## src/rtl/mbss_pkg.sv

```systemverilog
// Shared types and constants of the masked byte signature scanner.
`default_nettype none
package mbss_pkg;
	localparam int unsigned MaxBytes  = 32;
	localparam int unsigned LenWidth  = 6;
	localparam int unsigned OffWidth  = 32;
	localparam int unsigned CfgWidth  = 64;
	localparam int unsigned IdxWidth  = 3;
	localparam int unsigned ShWidth   = $clog2(MaxBytes);

	localparam logic [IdxWidth-1:0] RegPatLo    = 3'd0;
	localparam logic [IdxWidth-1:0] RegPatMidLo = 3'd1;
	localparam logic [IdxWidth-1:0] RegPatMidHi = 3'd2;
	localparam logic [IdxWidth-1:0] RegPatHi    = 3'd3;
	localparam logic [IdxWidth-1:0] RegMask     = 3'd4;
	localparam logic [IdxWidth-1:0] RegLength   = 3'd5;
	localparam logic [IdxWidth-1:0] RegReportAll = 3'd6;

	typedef logic [MaxBytes-1:0][7:0] window_t;

	typedef struct packed {
		logic                hit;
		logic [OffWidth-1:0] start_offset;
		logic                scan_done;
	} result_t;
endpackage
`default_nettype wire

```

## src/rtl/mbss_match.sv

```systemverilog
// Window compare: aligns the masked signature to the window and checks every byte at once.
`default_nettype none
module mbss_match (
	input  wire mbss_pkg::window_t              window,
	input  wire mbss_pkg::window_t              pattern,
	input  wire [mbss_pkg::MaxBytes-1:0]        mask,
	input  wire [mbss_pkg::LenWidth-1:0]        length,
	output logic                                match
);
	mbss_pkg::window_t                 pat_rev;
	mbss_pkg::window_t                 pat_aligned;
	logic [mbss_pkg::MaxBytes-1:0]     mask_rev;
	logic [mbss_pkg::MaxBytes-1:0]     mask_aligned;
	logic [mbss_pkg::ShWidth-1:0]      shift;
	logic [mbss_pkg::MaxBytes-1:0]     byte_ok;

	// window[0] is the newest byte; it must equal signature byte length-1
	always_comb begin
		for (int j = 0; j < mbss_pkg::MaxBytes; j++) begin
			pat_rev[j]  = pattern[mbss_pkg::MaxBytes-1-j];
			mask_rev[j] = mask[mbss_pkg::MaxBytes-1-j];
		end
		shift        = mbss_pkg::ShWidth'(mbss_pkg::LenWidth'(mbss_pkg::MaxBytes) - length);
		pat_aligned  = pat_rev >> {shift, 3'b000};
		// positions at or beyond length shift in as zero, so they act as wildcards
		mask_aligned = mask_rev >> shift;
		for (int j = 0; j < mbss_pkg::MaxBytes; j++) begin
			byte_ok[j] = !mask_aligned[j] || (window[j] == pat_aligned[j]);
		end
		match = &byte_ok;
	end
endmodule
`default_nettype wire

```

## src/rtl/masked_byte_signature_scan_core.sv

```systemverilog
// A result is registered in the output register, or the skid entry if m_tready is low.
// Throughput: one byte per cycle while s_tready is high; window shift and all 32 byte
// compares end in the accept cycle; a two-entry output register absorbs output stalls.
// Reset (arst_n low): signature bytes 0, compare mask all ones, length 1, first-only
// mode, window, byte count and reported flag cleared, no result pending.
`default_nettype none
module masked_byte_signature_scan_core (
	input  wire                               clk,
	input  wire                               arst_n,
	input  wire                               s_tvalid,
	output logic                              s_tready,
	input  wire  [7:0]                        s_tdata,  // data_byte[7:0]
	input  wire                               s_tlast,  // last_byte
	output logic                              m_tvalid,
	input  wire                               m_tready,
	output logic [mbss_pkg::OffWidth-1:0]     m_tdata,  // start_offset[31:0]
	output logic                              m_tuser,  // hit
	output logic                              m_tlast,  // scan_done
	input  wire                               cfg_we,
	input  wire  [mbss_pkg::IdxWidth-1:0]     cfg_index,
	input  wire  [mbss_pkg::CfgWidth-1:0]     cfg_wdata
);
	mbss_pkg::window_t                  pattern_q;
	logic [mbss_pkg::MaxBytes-1:0]      mask_q;
	logic [mbss_pkg::LenWidth-1:0]      length_q;
	logic                               report_all_q;

	mbss_pkg::window_t                  window_q;
	mbss_pkg::window_t                  window_next;
	logic [mbss_pkg::OffWidth-1:0]      seen_q;
	logic                               reported_q;

	logic [mbss_pkg::LenWidth-1:0]      len_used;
	logic [mbss_pkg::OffWidth:0]        count_incl;
	logic                               match;
	logic                               hit_c;
	logic                               accept;
	logic                               res_valid;
	mbss_pkg::result_t                  res;

	mbss_pkg::result_t                  out_q;
	logic                               out_valid_q;
	mbss_pkg::result_t                  skid_q;
	logic                               skid_valid_q;
	logic                               out_adv;

	// configuration writes
	always_ff @(posedge clk or negedge arst_n) begin
		if (!arst_n) begin
			pattern_q    <= '0;
			mask_q       <= '1;
			length_q     <= mbss_pkg::LenWidth'(1);
			report_all_q <= 1'b0;
		end else if (cfg_we) begin
			unique case (cfg_index)
				mbss_pkg::RegPatLo:     pattern_q[7:0]   <= cfg_wdata;
				mbss_pkg::RegPatMidLo:  pattern_q[15:8]  <= cfg_wdata;
				mbss_pkg::RegPatMidHi:  pattern_q[23:16] <= cfg_wdata;
				mbss_pkg::RegPatHi:     pattern_q[31:24] <= cfg_wdata;
				mbss_pkg::RegMask:      mask_q       <= cfg_wdata[mbss_pkg::MaxBytes-1:0];
				mbss_pkg::RegLength:    length_q     <= cfg_wdata[mbss_pkg::LenWidth-1:0];
				mbss_pkg::RegReportAll: report_all_q <= cfg_wdata[0];
				default: ;
			endcase
		end
	end

	always_comb begin
		if (length_q == '0)
			len_used = mbss_pkg::LenWidth'(1);
		else if (length_q > mbss_pkg::LenWidth'(mbss_pkg::MaxBytes))
			len_used = mbss_pkg::LenWidth'(mbss_pkg::MaxBytes);
		else
			len_used = length_q;
	end

	assign window_next = {window_q[mbss_pkg::MaxBytes-2:0], s_tdata};
	assign count_incl  = {1'b0, seen_q} + (mbss_pkg::OffWidth+1)'(1);

	mbss_match u_match (
		.window  (window_next),
		.pattern (pattern_q),
		.mask    (mask_q),
		.length  (len_used),
		.match   (match)
	);

	assign s_tready  = !skid_valid_q;
	assign accept    = s_tvalid && s_tready;
	assign hit_c     = (count_incl >= (mbss_pkg::OffWidth+1)'(len_used)) && match
		&& (report_all_q || !reported_q);
	assign res_valid = accept && (hit_c || s_tlast);

	always_comb begin
		res.hit          = hit_c;
		res.start_offset = hit_c
			? mbss_pkg::OffWidth'(count_incl - (mbss_pkg::OffWidth+1)'(len_used))
			: '0;
		res.scan_done    = s_tlast;
	end

	// scan state: drop everything at the end of a scan
	always_ff @(posedge clk or negedge arst_n) begin
		if (!arst_n) begin
			window_q   <= '0;
			seen_q     <= '0;
			reported_q <= 1'b0;
		end else if (accept) begin
			if (s_tlast) begin
				window_q   <= '0;
				seen_q     <= '0;
				reported_q <= 1'b0;
			end else begin
				window_q   <= window_next;
				seen_q     <= count_incl[mbss_pkg::OffWidth-1:0];
				reported_q <= reported_q || hit_c;
			end
		end
	end

	// output register with skid entry
	assign out_adv = !out_valid_q || m_tready;

	always_ff @(posedge clk or negedge arst_n) begin
		if (!arst_n) begin
			out_valid_q  <= 1'b0;
			skid_valid_q <= 1'b0;
		end else if (out_adv) begin
			if (skid_valid_q) begin
				out_valid_q  <= 1'b1;
				skid_valid_q <= 1'b0;
			end else begin
				out_valid_q <= res_valid;
			end
		end else if (res_valid) begin
			skid_valid_q <= 1'b1;
		end
	end

	always_ff @(posedge clk) begin
		if (out_adv) begin
			out_q <= skid_valid_q ? skid_q : res;
		end else if (res_valid) begin
			skid_q <= res;
		end
	end

	assign m_tvalid = out_valid_q;
	assign m_tdata  = out_q.start_offset;
	assign m_tuser  = out_q.hit;
	assign m_tlast  = out_q.scan_done;

	a_skid_needs_out: assert property (@(posedge clk) disable iff (!arst_n)
		skid_valid_q |-> out_valid_q)
		else $error("skid entry held while output register empty");

	a_nohit_is_done: assert property (@(posedge clk) disable iff (!arst_n)
		(m_tvalid && !m_tuser) |-> (m_tlast && m_tdata == '0))
		else $error("result without hit must be a done result with zero offset");

	a_scan_clears: assert property (@(posedge clk) disable iff (!arst_n)
		(accept && s_tlast) |=> (seen_q == '0 && !reported_q))
		else $error("scan state not cleared after last byte");

	a_first_only: assert property (@(posedge clk) disable iff (!arst_n)
		(accept && hit_c && !report_all_q) |-> !reported_q)
		else $error("second hit reported in first-only mode");
endmodule
`default_nettype wire
```

## config.mk

```make
export PLATFORM = sky130hd
export DESIGN_NAME = masked_byte_signature_scan_core
export DESIGN_NICKNAME = d
export VERILOG_FILES = /design/src/rtl/mbss_pkg.sv /design/src/rtl/mbss_match.sv /design/src/rtl/masked_byte_signature_scan_core.sv
export SDC_FILE = /design/constraint.sdc
export NUM_CORES = 2
export LEC_CHECK = 0
export ABC_AREA = 0
export BUFFER_PORTS_ARGS = -buffer_cell sky130_fd_sc_hd__buf_4
export CAP_MARGIN = 20
export CORE_MARGIN = 1
export CORE_UTILIZATION = 58
export CTS_CLUSTER_DIAMETER = 100
export DETAILED_ROUTE_END_ITERATION = 6
export HOLD_SLACK_MARGIN = 0.12
export PLACE_DENSITY_LB_ADDON = 0.12
export SLEW_MARGIN = 20
export SYNTH_ARGS = -nofsm -noshare
export SYNTH_HDL_FRONTEND = slang
export SYNTH_HIERARCHICAL = 1
export SYNTH_SLANG_ARGS = --single-unit
```

## constraint.sdc

```tcl
create_clock -name clk -period 9.05 [get_ports clk]
set_clock_uncertainty 0.2 [all_clocks]
set_input_delay 1.81 -clock clk [delete_from_list [all_inputs] [get_ports clk]]
set_output_delay 1.81 -clock clk [all_outputs]
set_load 0.02 [all_outputs]
```

# Yosys cells after proc, flatten, opt, wreduce, memory -nomap -nowiden
# Index checks and enable logic that the tools add are counted.
classes:
  magnitude_cmp: 2
  bitwise: 1
  muxes: 10
  n_addsub: 3
  n_eq_ne: 38
  shifts: 2
  reduce_logical: 87
op_table:
  columns: ["op", "count"]
  rows:
  - ["equality test 8 bit", 32]
  - ["right shift 256 x 8 -> 256 bit", 1]
  - ["2-to-1 mux 248 bit", 1]
  - ["2-to-1 mux 32 bit", 2]
  - ["logical OR 1 bit", 36]
  - ["zero test 1 bit", 35]
  - ["2-to-1 mux 34 bit", 1]
  - ["adder 32 x 1 -> 33 bit (second input constant)", 1]
  - ["greater-or-equal comparator 33 x 6 -> 1 bit", 1]
  - ["AND reduction 32 bit", 1]
  - ["right shift 32 x 5 -> 32 bit", 1]
  - ["subtractor 32 x 6 -> 32 bit", 1]
  - ["AND reduction 2 bit", 8]
  - ["2-to-1 mux 6 bit", 2]
  - ["equality test 3 bit (second input constant)", 3]
  - ["equality test 3 x 2 -> 1 bit (second input constant)", 2]
  - ["greater-than comparator 6 bit (second input constant)", 1]
  - ["zero test 6 bit", 1]
  - ["subtractor 1 x 5 -> 5 bit (first input constant)", 1]
  - ["logical AND 1 bit", 4]
  - ["2-to-1 mux 1 bit", 4]
  - ["equality test 3 x 1 -> 1 bit (second input constant)", 1]
  - ["zero test 3 bit", 1]
  - ["nonzero test 2 bit", 1]
  - ["inverter 1 bit", 1]
word_totals:
  in_bits: 81
  reg_bits: 646
  out_inout_bits: 36
  elab_cells: 219

# Logic depth before layout (Yosys ltp)
logic_depth:
  depth_word: 14
  ltp_mapped: 32
  mapped_depth_nobuf: 20

# Cells and area by module
# The synthesis kept the hierarchy.
modules_own_cells:
  columns: ["module", "seq_area_each_um2", "cells_each", "instances", "area_each_um2"]
  rows:
  - ["masked_byte_signature_scan_core", 16547.1, 2360, 1, 26751.9]
  - ["mbss_match", 0.0, 2580, 1, 19845.3]

# Worst setup path after synthesis
# No wires, ideal clock.
synth_timing:
  path_kind: "flip-flop to flip-flop"
  start: "register length_q[1] (netlist name)"
  end: "register skid_q[0] (netlist name), enable pin"
  path_buffers: 13
  t_required_ns: 8.373
  setup_slack_ns: -0.039
  period_less_slack_ns: 9.089
  path_stages_with_launch: 30
  setup_time_ns: 0.477
  arrival_time_ns: 8.412
  path_cell_list: "dfrtp_1 nor4_1 nor2_1 nor2_1 buf_4 inv_2 buf_2 buf_2 clkbuf_1 buf_1 ha_1 buf_2 buf_4 buf_4 buf_4 buf_2 buf_2 buf_1 mux4_2 nand2_1 o21ai_0 mux2i_1 o22ai_1 a2111oi_2 nand4_1 nor4_2 o21ai_0 o21bai_4 buf_6 a211oi_1"
synth_via:
  elab_chain_len: 13
  word_cells_on_any_way: 110
  classes_between: "add/sub (1); order compare (2); eq/ne (32); shift (2); mux (2); reduce/logical (71)"
synth_lines:
  columns: ["item", "line", "text"]
  rows:
  - ["start, declared", "masked_byte_signature_scan_core.sv:25", "logic [mbss_pkg::LenWidth-1:0] length_q;"]
  - ["start signal, assigned", "masked_byte_signature_scan_core.sv:52", "length_q <= mbss_pkg::LenWidth'(1);"]
  - ["start signal, assigned", "masked_byte_signature_scan_core.sv:61", "mbss_pkg::RegLength: length_q <= cfg_wdata[mbss_pkg::LenWidth-1:0];"]
  - ["greater-than comparator 6 bit", "masked_byte_signature_scan_core.sv:71", "else if (length_q > mbss_pkg::LenWidth'(mbss_pkg::MaxBytes))"]
  - ["2-to-1 mux 6 bit", "masked_byte_signature_scan_core.sv:71", null]
  - ["2-to-1 mux 6 bit *", "masked_byte_signature_scan_core.sv:69", "if (length_q == '0)"]
  - ["net len_used, one bit", "masked_byte_signature_scan_core.sv:33", "logic [mbss_pkg::LenWidth-1:0] len_used;"]
  - ["subtractor 1 x 5 -> 5 bit *", "mbss_match.sv:23", "shift = mbss_pkg::ShWidth'(mbss_pkg::LenWidth'(mbss_pkg::MaxBytes) - length);"]
  - ["right shift 256 x 8 -> 256 bit / right shift 32 x 5 -> 32 bit (equally long branches)", "mbss_match.sv:24, mbss_match.sv:26", null]
  - ["equality test 8 bit / zero test 1 bit (equally long branches)", "mbss_match.sv:28", "byte_ok[j] = !mask_aligned[j] || (window[j] == pat_aligned[j]);"]
  - ["logical OR 1 bit", "mbss_match.sv:28", null]
  - ["AND reduction 32 bit *", "mbss_match.sv:30", "match = &byte_ok;"]
  - ["net match", "masked_byte_signature_scan_core.sv:35", "logic match;"]
  - ["logical AND 1 bit *", "masked_byte_signature_scan_core.sv:90", "assign hit_c = (count_incl >= (mbss_pkg::OffWidth+1)'(len_used)) && match"]
  - ["logical AND 1 bit *", "masked_byte_signature_scan_core.sv:91", "&& (report_all_q || !reported_q);"]
  - ["logical OR 1 bit *", "masked_byte_signature_scan_core.sv:92", "assign res_valid = accept && (hit_c || s_tlast);"]
  - ["logical AND 1 bit *", "masked_byte_signature_scan_core.sv:92", null]
  - ["AND reduction 2 bit (no line) *", null, null]
  - ["end signal, assigned", "masked_byte_signature_scan_core.sv:144", "skid_q <= res;"]
  - ["end, declared", "masked_byte_signature_scan_core.sv:43", "mbss_pkg::result_t skid_q;"]
# Mark *: on every way through the listed nets, which the timed path passes. The rest lies on a longest branch.
# A chain may end at the register's enable or synchronous reset.

# Worst setup path after layout
layout_timing:
  start: "register length_q[1] (netlist name)"
  end: "register skid_q[3] (netlist name), enable pin"
# Same word-level chain as after synthesis.

==> out/results.txt <==
Sum Neg Setup Slack = 0 ns
Port Buffer Count = 116
CTS tree = built
Die ar. = 81,500 µm²
CTS max path bufs = 3
Worst-path clk slew = 0.06 ns
violation count after the first detailed-routing iteration = 6,628
RD Place Congestion = 1.15
chip height = 285 µm
R2R setup slack = 0.97 ns
Post-CTS Setup Inserts = 0
status = complete, no violations
Final ANT Viol Nets = 0
Fill cells = 6,565
Placed Area = 47,900 µm²
CTS hold repair buffers = 0
Mapped Cells = 4,939
leakage = 19.8 nW
Global Route Usage Sum = 46.9%
synthesized net count = 5,029
Final min period = 8.08 ns
GR Overflow Total = 0
initial antenna violation count = 15
clock root buffer = clkbuf_16
Setup CP Type = register to register
fmax = 124 MHz
first-pass GRT wire length = 275 mm
Syn Area/Cell = 9.43 µm²
Worst-Skew Late Latency = 0.64 ns
Crit. End Element = register
Max Slew Vio Count = 0
Detailed Routing Iterations Pass 1 = 7
fin nets = 4,915
routed vias = 42,200
Max VDD drop = 0.000246 V
final hold viol count = 0
post-synthesis cell area = 46,600 µm²
FP Rows = 103
wire length per cell = 32.5 µm
RSZ-0062 raised after global routing = false
final period utilization = 89.3%
Area Overhead vs Synth = 8.32%
HP Class = register to register
Rel. slew slack = 9.76%
Initial Util = 58.8%
worst-path fanout max = 59
yosys warns = 6
Worst-Margin Slew = 1.32 ns
cts bufs inserted = 74
endpoints failing setup = 0
detailed placement HPWL = 146 mm
H-tree levels = 3
Max Cap Viol = 0
CP startpoint kind = register
share of layout cells above drive strength 1 = 20.9%
worst path arrival time = 8.22 ns
vias in the first global route = 37,700
cts repair resizes = 0
Vias per Instance = 7.10
TritonCTS Sinks = 646
io pins = 117
Power Density = 355 nW/µm²
final WL = 193 mm
Final Cell Area = 50,500 µm²
DIE WIDTH = 285 µm
drc violations = 0
core area = 79,300 µm²
Worst Path Required = 9.19 ns
largest net degree at the start of global routing = 218
==> path summary, 6_finish.rpt <==
check                      cells after the start         endpoint            from
min                                            1   pattern_q[251]  pattern_q[251]
max in group asynchronous                      2  window_next[67]          arst_n
min in group asynchronous                      1       seen_q[15]          arst_n
min reg2reg                                    1   pattern_q[251]  pattern_q[251]
max                                           21        skid_q[3]     length_q[1]
max reg2reg                                   21        skid_q[3]     length_q[1]
==> worst max-delay path, cell delays in order (launching register included) <==
cell and delay (ns):
dfrtp_1 0.40, nor4_1 0.27, nor2_1 0.10, nor2_4 0.44, inv_4 0.09, ha_4 0.92
inv_1 0.43, and4_1 0.30, nor3_1 1.01, mux2i_1 0.57, nor3_1 0.33, a41oi_1 0.07
a2bb2oi_1 0.31, a31oi_1 0.17, nor4_1 0.46, a41oi_1 0.19, nor4_2 0.33, buf_4 0.20
o21ai_0 0.11, o21bai_4 0.20, a211oi_4 0.31, buf_4 0.26
==> layout make-up <==
class | count | area (µm²) | share of cell area, %
Multi-Input combinational cell | 3847 | 28100 | 55.7
Clock inverter | 35 | 457 | 0.905
Sequential cell | 646 | 16500 | 32.8
Inverter | 36 | 145 | 0.288
Clock buffer | 100 | 2070 | 4.10
Antenna cell | 11 | 27.5 | 0.0545
Timing Repair Buffer | 220 | 1820 | 3.60
Tap cell | 1050 | 1310 | 2.60
==> per-stage QoR <==
step / std cells / power [mW] / util (%) / worst slack (ns) / hold WS (ns)
floorplan: 4939 / 10.3 / - / 1.14 / 0.270
global route: 5943 / 18.2 / 63.7 / 0.902 / 0.330
detailed placement: 5799 / 14.1 / 60.4 / 1.46 / 0.293
CTS: 5934 / 17.3 / 63.6 / 1.44 / 0.306
finish: 5945 / 17.9 / 63.7 / 0.971 / 0.305
global placement: 5798 / 14.0 / 60.4 / 1.47 / 0.292
==> cells in the final DEF, fill, tap and decap left out, types with 75 or more instances in the layout <==
master and n:
a21oi_1 220, clkbuf_16 75, mux4_2 186, xor2_1 119, o21ai_0 426, buf_4 205, nor2_1 221, xnor2_1 123
nor3_1 79, mux2_2 415, nand2_1 919, dfrtp_1 544, mux2i_1 254, nand3_1 118
==> power breakdown <==
group	switching, mW	internal (mW)
Sequential	0.500	3.29
Combinational	7.30	3.65
Clock	1.32	1.85
==> layer usage <==
layer | GRT usage [%] | up-vias | wire (µm)
li1 | - | 17900 | -
met1 | 65.5 | 20800 | 75300
met2 | 63.2 | 2889 | 77600
met3 | 16.1 | 559 | 27200
met4 | 26.0 | 10 | 13200
met5 | 0.930 | - | 150
==> sequential cells by signal (all words and copies together) (netlist names), 6 cells and up <==
| register | cells |
|---|---|
| pattern_q | 256 |
| window_next | 248 |
| skid_q | 34 |
| m_tdata | 32 |
| mask_q | 32 |
| seen_q | 32 |
| length_q | 6 |
No activity file was read; power rests on OpenSTA's default activity.
